## src/rtl/core/tpim_pkg.sv

```systemverilog
// tpim_pkg: shared widths, register codes and request records for the
// tensor permute index map. No dependencies.
package tpim_pkg;

	// axes the size registers can describe
	localparam int unsigned REG_AXES = 4;
	// one division per output axis other than the outermost
	localparam int unsigned NUM_DIVS = REG_AXES - 1;
	localparam int unsigned SIZE_W = 16;
	localparam int unsigned WORD_W = 32;
	localparam int unsigned ACC_W = 64;
	// a source axis may collect up to REG_AXES coordinates
	localparam int unsigned CSUM_W = SIZE_W + 2;
	localparam int unsigned CFG_IDX_W = 3;
	localparam int unsigned CFG_DATA_W = 16;

	// register indexes
	localparam logic [CFG_IDX_W-1:0] REG_DIM_COUNT = 3'd0;
	localparam logic [CFG_IDX_W-1:0] REG_SIZE_0 = 3'd1;
	localparam logic [CFG_IDX_W-1:0] REG_SIZE_1 = 3'd2;
	localparam logic [CFG_IDX_W-1:0] REG_SIZE_2 = 3'd3;
	localparam logic [CFG_IDX_W-1:0] REG_SIZE_3 = 3'd4;
	localparam logic [CFG_IDX_W-1:0] REG_AXIS_ORDER = 3'd5;

	// reset values
	localparam logic [2:0] DIM_COUNT_RST = 3'd4;
	localparam logic [SIZE_W-1:0] SIZE_RST = 16'd1;
	localparam logic [7:0] AXIS_ORDER_RST = 8'd228;

	// request travelling along the divider cells
	typedef struct packed {
		logic valid;
		logic [WORD_W-1:0] word;
		logic [SIZE_W-1:0] rem;
		logic [NUM_DIVS-1:0][SIZE_W-1:0] coord;
	} tpim_div_t;

	// request travelling along the recombination steps
	typedef struct packed {
		logic valid;
		logic err;
		logic [ACC_W-1:0] acc;
		logic [REG_AXES-1:0][CSUM_W-1:0] csum;
	} tpim_acc_t;

endpackage

```

## src/rtl/core/tpim_div_cell.sv

```systemverilog
// tpim_div_cell: one restoring-division bit step of the coordinate divider.
// Depends on tpim_pkg.
module tpim_div_cell #(
	parameter int unsigned IDX_W = 32,
	parameter int unsigned SLOT = 0,
	parameter bit LAST = 1'b0
) (
	input  logic clk,
	input  logic arst_n,
	input  tpim_pkg::tpim_div_t in_d,
	input  logic [tpim_pkg::SIZE_W-1:0] divisor,
	input  logic active,
	output tpim_pkg::tpim_div_t out_d
);

	localparam logic [tpim_pkg::WORD_W-1:0] WORD_MASK =
		tpim_pkg::WORD_W'((64'd1 << IDX_W) - 64'd1);

	logic [tpim_pkg::SIZE_W:0] r_sh;
	logic fits;
	logic [tpim_pkg::SIZE_W-1:0] r_nx;
	logic [tpim_pkg::WORD_W-1:0] w_nx;
	tpim_pkg::tpim_div_t nxt;

	logic vld_s1;
	tpim_pkg::tpim_div_t dat_s1;

	// shift in the next dividend bit, subtract when it fits
	always_comb begin
		r_sh = {in_d.rem, in_d.word[IDX_W-1]};
		fits = (r_sh >= {1'b0, divisor});
		r_nx = fits ? tpim_pkg::SIZE_W'(r_sh - {1'b0, divisor}) : r_sh[tpim_pkg::SIZE_W-1:0];
		w_nx = {in_d.word[tpim_pkg::WORD_W-2:0], fits};
		nxt = in_d;
		if (active) begin
			nxt.rem = r_nx;
			nxt.word = w_nx;
		end
		// end of a division: park the remainder, keep only the quotient bits
		if (LAST) begin
			nxt.coord[SLOT] = active ? r_nx : '0;
			nxt.rem = '0;
			nxt.word = nxt.word & WORD_MASK;
		end
	end

	always_ff @(posedge clk or negedge arst_n) begin
		if (!arst_n) begin
			vld_s1 <= 1'b0;
		end else begin
			vld_s1 <= in_d.valid;
		end
	end

	always_ff @(posedge clk) begin
		dat_s1 <= nxt;
	end

	always_comb begin
		out_d = dat_s1;
		out_d.valid = vld_s1;
	end

endmodule

```

## config.mk

```make
export PLATFORM = sky130hd
export DESIGN_NAME = tpim_div_cell
export DESIGN_NICKNAME = d
export VERILOG_FILES = /design/src/rtl/core/tpim_pkg.sv /design/src/rtl/core/tpim_div_cell.sv
export SDC_FILE = /design/constraint.sdc
export NUM_CORES = 1
export LEC_CHECK = 0
export BUFFER_PORTS_ARGS = -buffer_cell sky130_fd_sc_hd__clkbuf_2
export CORE_UTILIZATION = 25
export CTS_CLUSTER_DIAMETER = 30
export DETAILED_ROUTE_END_ITERATION = 8
export GPL_TIMING_DRIVEN = 0
export SYNTH_ARGS = -nofsm -noshare
export SYNTH_HDL_FRONTEND = slang
export SYNTH_SLANG_ARGS = --single-unit
```

## constraint.sdc

```tcl
create_clock -name clk -period 0.85 [get_ports clk]
set_clock_uncertainty 0.2 [all_clocks]
set_input_delay 0.0425 -clock clk [delete_from_list [all_inputs] [get_ports clk]]
set_output_delay 0.0425 -clock clk [all_outputs]
set_load 0.05 [all_outputs]
```

# Yosys cells after proc, flatten, opt, wreduce, memory -nomap -nowiden
# Cells that the tools add are included.
[op_classes]
order_cmp = 1
n_addsub = 1
muxes = 2
[op_table]
columns = ["operator", "n"]
rows = [
  ["48-bit 2-to-1 mux", 1],
  ["17-bit by 16-bit greater-or-equal comparator with 1-bit output", 1],
  ["16-bit 2-to-1 mux", 1],
  ["16-bit subtractor", 1],
]
[word_totals]
input_bits = 116
word_cells = 10
regBits = 97
out_inout_bits = 97

# Longest topological paths before layout
[logic_depth]
word_depth = 3
mapped_depth = 11

# Worst setup path before layout
# Ideal clock, no wire load.
[synth_timing]
path_kind = "input port to flip-flop"
from = "input port divisor[4] (netlist name)"
to = "register dat_s1 (netlist bit out_d[62])"
setup_slack_ns = -1.307
cell_stages = 10
arrival_time_ns = 1.883
required_ns = 0.576
n_path_buf = 1
setup_ns = 0.074
path_cell_list = "inv_1 ha_1 o211ai_1 a21oi_2 o2111ai_1 and2_4 o311a_4 buf_6 a311o_1 a31oi_1"
[synth_rtl]
columns = ["item", "line_no", "rtl"]
rows = [
  ["start: declaration", "tpim_div_cell.sv:11", "input logic [tpim_pkg::SIZE_W-1:0] divisor,"],
  ["end signal: assignment", "tpim_div_cell.sv:56", "dat_s1 <= nxt;"],
  ["end: declaration", "tpim_div_cell.sv:26", "tpim_pkg::tpim_div_t dat_s1;"],
]

==> results.cfg <==
[sta]
tightest_slew_ps = 582.3
fin_ws_ps = -1181
hold_slack_ps = -260.9
finalCritPeriodShare_pct = 238.9
fmax_mhz = 492.4
slew_viol_final = 0
layout_min_cycle_time_ps = 2031
fin_setup_tns_ps = -39370
setup_viol = 114
slew_headroom_pct = 61.18
hold_viol_final = 47
rsz0062_at_grt = true

[synth]
yosys_warnings = 0
synthArstFlopShare_pct = 1.031
synth.avg_cell_area_um2 = 10.95
synth_area_leaders = dfxtp_1, mux2_2, ha_1
synth_top_area_share_pct = 54.49
syn-cell-area_um2 = 3527
ys_types = 43
synth-edff-count = 0
synth_seq_cells = 97
ys_seq_area_share_pct = 55.20
yosysTopAreaCell = dfxtp_1
syn_nets = 455
synth_cells = 322
synth_top_flop_cell = dfxtp_1

[route]
vias = 3411
vias_per_cell = 4.280
wl_per_cell_um = 15.31
drt_drc_violations_left = 0
drt_first_iter_violations = 105
ant_nets = 0
firstDrtPassIters = 4
drt_wl_total_mm = 12.20

[floorplan]
die_x_um = 120.8
die_h_um = 120.8
io_pins = 213
dieArea_um2 = 14590
start_util_pct = 25.51
row_count = 43
core_area_um2 = 13830

[clock_network]
clock_path_buffers = 2
clock-sinks = 97
cts-htree-levels = 3
cts_buffers = 9
path_clk_slew_ps = 70
hold_buffers = 63
cts_tree = built
cts-root-buf = clkbuf_16

[worst_hold_path]
hp-class = in2reg

[global_route]
grt_max_degree = 19
grt.total_usage_pct = 16.43
grt_pass1_vias = 3545
overflow = 0
grt_pass1_wl_mm = 18.02
antenna_found_initial = 0

[cells_and_area]
nFillCells = 1104
final_cell_mix = clkbuf_2, dfxtp_2, buf_8, dlygate4sd3_1, clkbuf_16
multiInputGateArea_um2 = 1633
diodes = 0
final_common_cell = clkbuf_2
final_cell_count_no_fill = 797
area_delta_synth_final_pct = 112.6
layout.nets = 745
fin_area_um2 = 7500
regArea_um2 = 2067
layout-drive-gt1-share_pct = 65.80

[outcome]
status = finished with violations
violations = hold timing, setup timing

[setup_path]
cp_data_required_time_ps = 920
crit_chain = clkbuf_16, inv_12, ha_4, o211ai_1, a21oi_4, o2111ai_2, and2_4, o311a_4, buf_12, a311o_1, a31oi_1
critPathTopFamily = compound AO/OA/AOI/OAI gates
cp.buffers_inverters = 3
path_depth = 11
arrival_ps = 2100
crit_path_end_kind = flop
startpoint_type = primary input
crit_path_end = out_d[62]$_DFF_P_
slowest_delay_ps = 410
critPathMaxFanout = 6
path_class = in2reg
critPathSlowestCell = o311a_4
cp-startpoint = divisor[4]

[power]
leakage_nw = 3.392
totalPowerFinal_mw = 13.88
ir_worst_vdd_mv = 1.115
power_density_nw_per_um2 = 1851

[placed_design]
placed_cell_area_um2 = 4916
dp_cells = 713
dp_hpwl_mm = 7.948
port_buffers = 211
gp_congestion = 0.8113

[run]
cap_violations = 0
==> metrics by stage <==
| step | utilization (%) | hold slack [ps] | setup slack, ps |
|---|---|---|---|
| 3_3_place_gp | 35.55 | -382.7 | -1602 |
| 2_1_floorplan | - | -453.1 | -1189 |
| 4_1_cts | 53.52 | -282.3 | -1056 |
| 5_1_grt | 54.24 | -283.6 | -1210 |
| 3_5_place_dp | 35.55 | -382.0 | -1610 |
| 6_report | 54.24 | -260.9 | -1181 |
==> routing by layer <==
| layer | track usage, % | up-vias | share of wire, % |
|---|---|---|---|
| li1 | - | 1691 | - |
| met1 | 18.05 | 1577 | 40 |
| met2 | 29.60 | 133 | 52 |
| met3 | 5.425 | 10 | 6.8 |
| met4 | 5.324 | 0 | 1.4 |
| met5 | 0 | - | 0 |
==> layout make-up <==
class	count	area share, %
Buffer	12	1.418
Inverter	19	1.118
Clock inverter	7	1.168
Clock buffer	9	3.003
Sequential cell	97	27.56
Multi-Input combinational cell	191	21.77
Timing Repair Buffer	282	40.96
Tap cell	180	3.003
==> worst min path at each step <==
stage             start           endpoint  slack (ps)  cells past startpoint
2_1_floorplan    arst_n   vld_s1$_DFF_PN0_        -450                      0
3_3_place_gp     arst_n   vld_s1$_DFF_PN0_        -380                      1
3_5_place_dp     arst_n   vld_s1$_DFF_PN0_        -380                      1
4_1_cts        in_d[92]  out_d[92]$_DFF_P_        -280                      2
5_1_grt        in_d[80]  out_d[80]$_DFF_P_        -280                      2
6_report       in_d[82]  out_d[82]$_DFF_P_        -260                      2
==> flip-flops by register name, summed over array words and instances (netlist names) <==
| signal | cells |
|---|---|
| vld_s1 | 1 |
| out_d | 96 |
==> kinds of logic (layout without fill, tap and decap cells) <==
group | Yosys count | count (layout) | synth area share [%]
xor gates and xnor gates | 11 | 11 | 2.731
DFF | 97 | 97 | 55.20
adders and majority gates | 17 | 17 | 6.243
and+or+nand+nor | 63 | 63 | 8.585
buffers and inverters | 34 | 329 | 4.044
muxes | 40 | 40 | 12.42
AOI/OAI and AO/OA | 60 | 60 | 10.78
==> report_power, final <==
part	internal, mW	total [mW]	leakage [nW]	switching (mW)
logic	2.18	4.44	2.42	2.26
registers	4.97	5.21	0.821	0.240
clock network	2.34	4.23	0.151	1.89
total	9.50	13.9	3.39	4.38
==> cell usage after synthesis (2+ instances only) <==
library cell,n
a31oi_1,6
buf_2,2
ha_1,16
nand2b_1,5
mux2_2,30
nor3_1,4
nand4_1,5
or2_1,2
clkbuf_1,8
a21o_1,4
a21oi_1,26
o211ai_1,2
o21a_1,3
mux2i_1,10
nand2_1,13
xnor2_1,6
nor2b_1,3
inv_1,19
nor2_1,23
or3_1,2
xor2_1,5
buf_1,2
dfxtp_1,96
o2111ai_1,3
o21ai_0,9
==> repair_timing <==
action,4_1_cts,5_1_grt
endpoints found under the setup margin,114,117
resized for setup,343,83
pin swaps,11,8
buffers inserted,8,1
endpoints found under the hold margin,98,47
cloned,1,0
Power figures use the tool's default switching activity.
