$ cat src/rtl/core/tpim_pkg.sv
// tpim_pkg: shared widths, register codes and request records for the
// tensor permute index map. No dependencies.
package tpim_pkg;

	// axes the size registers can describe
	localparam int unsigned REG_AXES = 4;
	// one division per output axis other than the outermost
	localparam int unsigned NUM_DIVS = REG_AXES - 1;
	localparam int unsigned SIZE_W = 16;
	localparam int unsigned WORD_W = 32;
	localparam int unsigned ACC_W = 64;
	// a source axis may collect up to REG_AXES coordinates
	localparam int unsigned CSUM_W = SIZE_W + 2;
	localparam int unsigned CFG_IDX_W = 3;
	localparam int unsigned CFG_DATA_W = 16;

	// register indexes
	localparam logic [CFG_IDX_W-1:0] REG_DIM_COUNT = 3'd0;
	localparam logic [CFG_IDX_W-1:0] REG_SIZE_0 = 3'd1;
	localparam logic [CFG_IDX_W-1:0] REG_SIZE_1 = 3'd2;
	localparam logic [CFG_IDX_W-1:0] REG_SIZE_2 = 3'd3;
	localparam logic [CFG_IDX_W-1:0] REG_SIZE_3 = 3'd4;
	localparam logic [CFG_IDX_W-1:0] REG_AXIS_ORDER = 3'd5;

	// reset values
	localparam logic [2:0] DIM_COUNT_RST = 3'd4;
	localparam logic [SIZE_W-1:0] SIZE_RST = 16'd1;
	localparam logic [7:0] AXIS_ORDER_RST = 8'd228;

	// request travelling along the divider cells
	typedef struct packed {
		logic valid;
		logic [WORD_W-1:0] word;
		logic [SIZE_W-1:0] rem;
		logic [NUM_DIVS-1:0][SIZE_W-1:0] coord;
	} tpim_div_t;

	// request travelling along the recombination steps
	typedef struct packed {
		logic valid;
		logic err;
		logic [ACC_W-1:0] acc;
		logic [REG_AXES-1:0][CSUM_W-1:0] csum;
	} tpim_acc_t;

endpackage

$ cat src/rtl/core/tpim_horner_step.sv
// tpim_horner_step: one two-stage multiply-add step that folds a source
// axis into the flat input index. Depends on tpim_pkg.
module tpim_horner_step #(
	parameter int unsigned AXIS = 1
) (
	input  logic clk,
	input  logic arst_n,
	input  tpim_pkg::tpim_acc_t in_a,
	input  logic [tpim_pkg::SIZE_W-1:0] factor,
	input  logic active,
	output tpim_pkg::tpim_acc_t out_a
);

	localparam int unsigned HALF_W = tpim_pkg::ACC_W / 2;

	logic [HALF_W+tpim_pkg::SIZE_W-1:0] prod_lo;
	logic [HALF_W+tpim_pkg::SIZE_W-1:0] prod_hi;

	logic vld_s1;
	logic err_s1;
	logic [HALF_W+tpim_pkg::SIZE_W-1:0] p_lo_s1;
	logic [HALF_W-1:0] p_hi_s1;
	logic [tpim_pkg::REG_AXES-1:0][tpim_pkg::CSUM_W-1:0] csum_s1;

	logic vld_s2;
	logic err_s2;
	logic [tpim_pkg::ACC_W-1:0] acc_s2;
	logic [tpim_pkg::REG_AXES-1:0][tpim_pkg::CSUM_W-1:0] csum_s2;
	logic [tpim_pkg::ACC_W-1:0] addend;

	// stage 1: two half-width partial products, only low 64 bits kept
	assign prod_lo = in_a.acc[HALF_W-1:0] * factor;
	assign prod_hi = in_a.acc[tpim_pkg::ACC_W-1:HALF_W] * factor;

	always_ff @(posedge clk or negedge arst_n) begin
		if (!arst_n) begin
			vld_s1 <= 1'b0;
			vld_s2 <= 1'b0;
		end else begin
			vld_s1 <= in_a.valid;
			vld_s2 <= vld_s1;
		end
	end

	// stage 2: recombine and add this axis coordinate
	assign addend = active ? tpim_pkg::ACC_W'(csum_s1[AXIS]) : '0;

	always_ff @(posedge clk) begin
		err_s1 <= in_a.err;
		p_lo_s1 <= prod_lo;
		p_hi_s1 <= prod_hi[HALF_W-1:0];
		csum_s1 <= in_a.csum;
		err_s2 <= err_s1;
		acc_s2 <= tpim_pkg::ACC_W'(p_lo_s1) + {p_hi_s1, {HALF_W{1'b0}}} + addend;
		csum_s2 <= csum_s1;
	end

	always_comb begin
		out_a.valid = vld_s2;
		out_a.err = err_s2;
		out_a.acc = acc_s2;
		out_a.csum = csum_s2;
	end

endmodule

$ cat config.mk
export PLATFORM = sky130hd
export DESIGN_NAME = tpim_horner_step
export DESIGN_NICKNAME = d
export VERILOG_FILES = /design/src/rtl/core/tpim_pkg.sv /design/src/rtl/core/tpim_horner_step.sv
export SDC_FILE = /design/constraint.sdc
export NUM_CORES = 2
export LEC_CHECK = 0
export BUFFER_PORTS_ARGS = -buffer_cell sky130_fd_sc_hd__buf_2
export CAP_MARGIN = 20
export CORE_MARGIN = 10
export CORE_UTILIZATION = 55
export CTS_CLUSTER_SIZE = 8
export DETAILED_ROUTE_END_ITERATION = 8
export GPL_TIMING_DRIVEN = 0
export PLACE_DENSITY = 0.81
export SETUP_SLACK_MARGIN = 0.15
export SYNTH_ARGS = -nofsm -noshare
export SYNTH_HDL_FRONTEND = slang
export SYNTH_SLANG_ARGS = --single-unit
$ cat constraint.sdc
create_clock -name clk -period 4.6 [get_ports clk]
set_input_delay 0 -clock clk [delete_from_list [all_inputs] [get_ports clk]]
set_output_delay 0 -clock clk [all_outputs]
set_load 0.1 [all_outputs]
### After elaboration in Yosys (flattened, before gate mapping)

Cells that the tools add are included.
Widths: inputs -> output; s select.

| word-level totals | value |
|---|---|
| latch bits | 0 |
| logic and storage cells | 20 |
| bits in registers | 292 |
| RAM bits | 0 |
| memories | 0 |
| bits in read-only memories | 0 |
| output and inout bits | 138 |
| input bits | 157 |

| operators by class | value |
|---|---|
| reductions and logical operators | 0 |
| magnitude comparators | 0 |
| bitwise operators | 0 |
| equality and inequality tests | 0 |
| shift-type cells | 0 |
| divide/modulo/power cells | 0 |
| add/sub/neg operators | 2 |
| mux-type cells | 1 |
| $mul | 2 |

Operators by type and width:

| cell | count |
|---|---|
| $add 48x64->64 | 1 |
| $add 64x18->64 | 1 |
| $mul 32x16->48 | 1 |
| $mul 32x16->32 | 1 |
| $mux 18 | 1 |

### Logic depth before layout (Yosys ltp)

| depth | value |
|---|---|
| word-level depth | 2 |
| depth in mapped cells | 24 |
| gate-level depth less buffers | 23 |

### Worst setup path before layout

Ideal clock, no wire load.

| path | value |
|---|---|
| path type | input to register |
| start point | input factor[1] (netlist name) |
| end point | register p_lo_s1[46] (netlist name) |
| data arrival time | 5.791 ns |
| cell stages on the path | 22 |
| setup time | 0.118 ns |
| slack | -1.309 ns |
| required time | 4.482 ns |
| buffers on the path | 2 |
| path through | clkbuf_1 clkbuf_1 nand2_1 fa_1 fa_1 fa_1 inv_1 fa_1 fa_1 inv_1 fa_1 inv_1 ha_1 nand3_1 or2_1 or4_1 o32a_2 a31oi_4 a31o_2 a211o_1 a21oi_1 xnor2_1 |

| between the ends | value |
|---|---|
| longest elaborated chain between the ends | 1 |

Ends and longest elaborated chain:

| element | RTL line | RTL |
|---|---|---|
| start: declaration | tpim_horner_step.sv:9 | `input logic [tpim_pkg::SIZE_W-1:0] factor,` |
| $mul 32x16->48 | tpim_horner_step.sv:32 | `assign prod_lo = in_a.acc[HALF_W-1:0] * factor;` |
| net prod_lo, one bit | tpim_horner_step.sv:16 | `logic [HALF_W+tpim_pkg::SIZE_W-1:0] prod_lo;` |
| end signal: assignment | tpim_horner_step.sv:50 | `p_lo_s1 <= prod_lo;` |
| end: declaration | tpim_horner_step.sv:21 | `logic [HALF_W+tpim_pkg::SIZE_W-1:0] p_lo_s1;` |

The timed path passes the listed nets, and every way through them passes these cells.

### Worst setup path after layout

| path | value |
|---|---|
| start point | input factor[14] (netlist name) |
| end point | register p_lo_s1[44] (netlist name) |

The elaborated chain is that of the path after synthesis.

==> results.toml <==
[sta]
fmax_mhz = 179
worst_pin_slew_ns = 1.04
skew_ns = 0.0453
hold_viol = 0
period_minus_slack_ns = 5.58
post-route-period-util_pct = 121
rsz0062_at_grt = "true"
relSlewSlack_pct = 30.7
layout_setup_ws_ns = -0.981
drv_slew = 0
setup_violations = 49

[global_routing]
grt_use_total_pct = 30.2
top_usage_layer = "met2"
gr-total-overflow = 0
grt_use_met2_pct = 49.1
grtUsageMet3_pct = 10.1
grt_max_degree = 12
grt_first_pass_wirelength_um = 174000
grt_antenna_before_repair = 18
grt_pass1_vias = 30816
use_met1_pct = 35.5

[critical_path]
reg2reg_to = "acc_s2[63]$_DFF_P_"
cp_common_cell = "fa_1"
crit_path_end_kind = "register"
max_stage_delay_ns = 0.60
cp_max_fo = 10
reg2reg_slack_ns = 1.00
ff2ff_path_depth = 13
required_ns = 5.04
cp_slowest_cell = "fa_1"
critPathArrivalTime_ns = 6.02
cp_cell_sequence = "buf_4 > clkbuf_16 > buf_12 > nand2_1 > fa_1 > fa_1 > inv_2 > fa_2 > fa_2 > fa_1 > inv_1 > fa_1 > inv_2 > ha_4 > nand4_1 > or4_4 > o32a_4 > a31oi_4 > a31o_4 > buf_6 > a21o_1 > a21oi_2 > xnor2_2"
start_kind = "input pin"
crit_path_start = "factor[14]"
path_class = "input pin to register"
reg2reg_from = "csum_s1[19]$_DFF_P_"

[synth]
synth_cell_types = 78
synth_seq_cells = 292
yosysWarnings = 0
synth_top_area_cell = "fa_1"
netlist_area_um2 = 35500
ys_seq_area_share_pct = 16.5
netlist.area_leader.share_pct = 40.8
ys_async_sr_fraction_pct = 0.685
synthFlopType = "dfxtp_1"
synth_nets = 4880
synth_area_per_cell_um2 = 9.39
synth_edf_count = 0
synthCells = 3781
synthTopCellsByArea = "fa_1 41%, dfxtp_1 16%, inv_1 8.2%"

[floorplanning]
die-area_um2 = 75100
fp.dieW_um = 274
placement_rows = 93
initial_core_util_pct = 55.3
coreArea_um2 = 64200
io_pins = 295
die_h_um = 274

[route]
drc = 0
drtAntennaViolNets = 0
first_iter_violations = 2401
drt-pass1-iter-count = 7
drt-wirelength-per-cell_um = 21.8
via_per_inst = 5.52
wl_um = 113000
num_vias = 28681

[final_layout]
final_area_um2 = 44500
syn_to_final_growth_pct = 25.3
final_common_cell = "inv_1"
layout-drive-gt1-share_pct = 21.3
nNetsFinal = 5425
final_util_pct = 69.3
final_cell_mix = "731 x inv_1, 683 x fa_1, 609 x nand2_1, 320 x and2_1, 290 x dfxtp_1"

[placed_design]
dp.final_hpwl_um = 85600
gp_congestion = 1.02
io_buffer_count = 283
place_area_um2 = 39200

[clock_tree]
clock_latency_ns = 0.57
cts_root_buf = "clkbuf_16"
cts_tree = "done"
clkTransAtPathRegs_ns = 0.05
cts_buffers = 42
htree_levels = 2
clockBufferDepth = 3
clock-sinks = 292

[worst_hold_path]
hold_depth = 2
min-delay-start = "factor[0]"
min_path_type = "input pin to register"
hold_end = "p_hi_s1[0]$_DFF_P_"

[run_status]
violations = "negative setup slack"
status = "complete, but fails checks"

[flow_run]
drv_cap = 0
## how the worst max path moves through the flow
stage,endpoint
floorplan,p_lo_s1[46]$_DFF_P_
global placement,p_lo_s1[46]$_DFF_P_
detailed placement,p_lo_s1[46]$_DFF_P_
CTS,p_lo_s1[44]$_DFF_P_
global route,p_lo_s1[44]$_DFF_P_
finish,p_lo_s1[44]$_DFF_P_
## final cells by class
| class | count | area (um^2) |
|---|---|---|
| Multi-Input combinational cell | 2550 | 27500 |
| Fill cell | 4528 | 19700 |
| Sequential cell | 292 | 5860 |
| Timing Repair Buffer | 502 | 3690 |
| Inverter | 774 | 2910 |
| Buffer | 164 | 2310 |
| Clock buffer | 48 | 1100 |
| Tap cell | 855 | 1070 |
| Clock inverter | 2 | 32.5 |
| Antenna cell | 11 | 27.5 |
## critical path: cells and delay by family
family          cells  cell delay [ns]
simple gates        3             0.77
compound gates      5             0.92
xor+xnor            1             0.16
fa+ha+maj           7             3.38
buf+inv             7             0.78
## per-stage QoR
step / instances / setup TNS [ns] / worst slack (ns) / hold slack, ns
3_5_place_dp: 4920 / -81.92 / -2.29 / -0.201
6_report: 5198 / -23.88 / -0.981 / 0.0558
3_3_place_gp: 4919 / -78.57 / -2.18 / -0.204
2_1_floorplan: 3781 / -20.40 / -0.959 / -0.296
4_1_cts: 5143 / -18.77 / -0.869 / 0.0450
5_1_grt: 5193 / -29.76 / -1.04 / 0.0505
## repair_timing
action                                  CTS  global route
gates resized for setup                 386           182
pin swaps                               136           118
endpoints found under the setup margin   55            52
buffers inserted                         87            43
hold buffers                             81             0
cloned                                    6             1
endpoints found under the hold margin    80             0
## registers in the layout, indices dropped and copies added, names as in the netlist
register / flops
acc_s2: 64
vld_s2: 1
p_hi_s1: 32
err_s1: 1
err_s2: 1
p_lo_s1: 48
out_a: 72
vld_s1: 1
csum_s1: 72
## metal layers
layer  share of wire, %  wire length, um  vias up
met2                 46            52200     1727
met5               0.12              137        -
met1                 36            40500    14142
li1                   -                -    12326
met4                6.0             6840       22
met3                 12            13700      464
## kinds of logic after synthesis
logic type / share of synthesized area (%)
compound gates: 5.80
xor+xnor: 3.63
fa+ha+maj: 48.5
buf+inv: 9.96
flops: 16.5
mux: 0.0282
simple gates: 15.6
## cells in the mapped netlist (13+ instances only)
| library cell | count |
|---|---|
| a211oi_1 | 19 |
| a21o_1 | 47 |
| a21oi_1 | 90 |
| and2_1 | 348 |
| and3_1 | 13 |
| clkbuf_1 | 160 |
| dfxtp_1 | 290 |
| fa_1 | 723 |
| ha_1 | 219 |
| inv_1 | 774 |
| nand2_1 | 642 |
| nand3_1 | 24 |
| nand4_1 | 16 |
| nor2_1 | 51 |
| nor2b_1 | 13 |
| nor3_1 | 22 |
| o21ai_0 | 45 |
| o21bai_1 | 13 |
| xnor2_1 | 102 |
| xor2_1 | 45 |
Power is left out: the tool's default activity adds up to more than one toggle a clock period on the data nets, which glitch-free logic cannot reach.
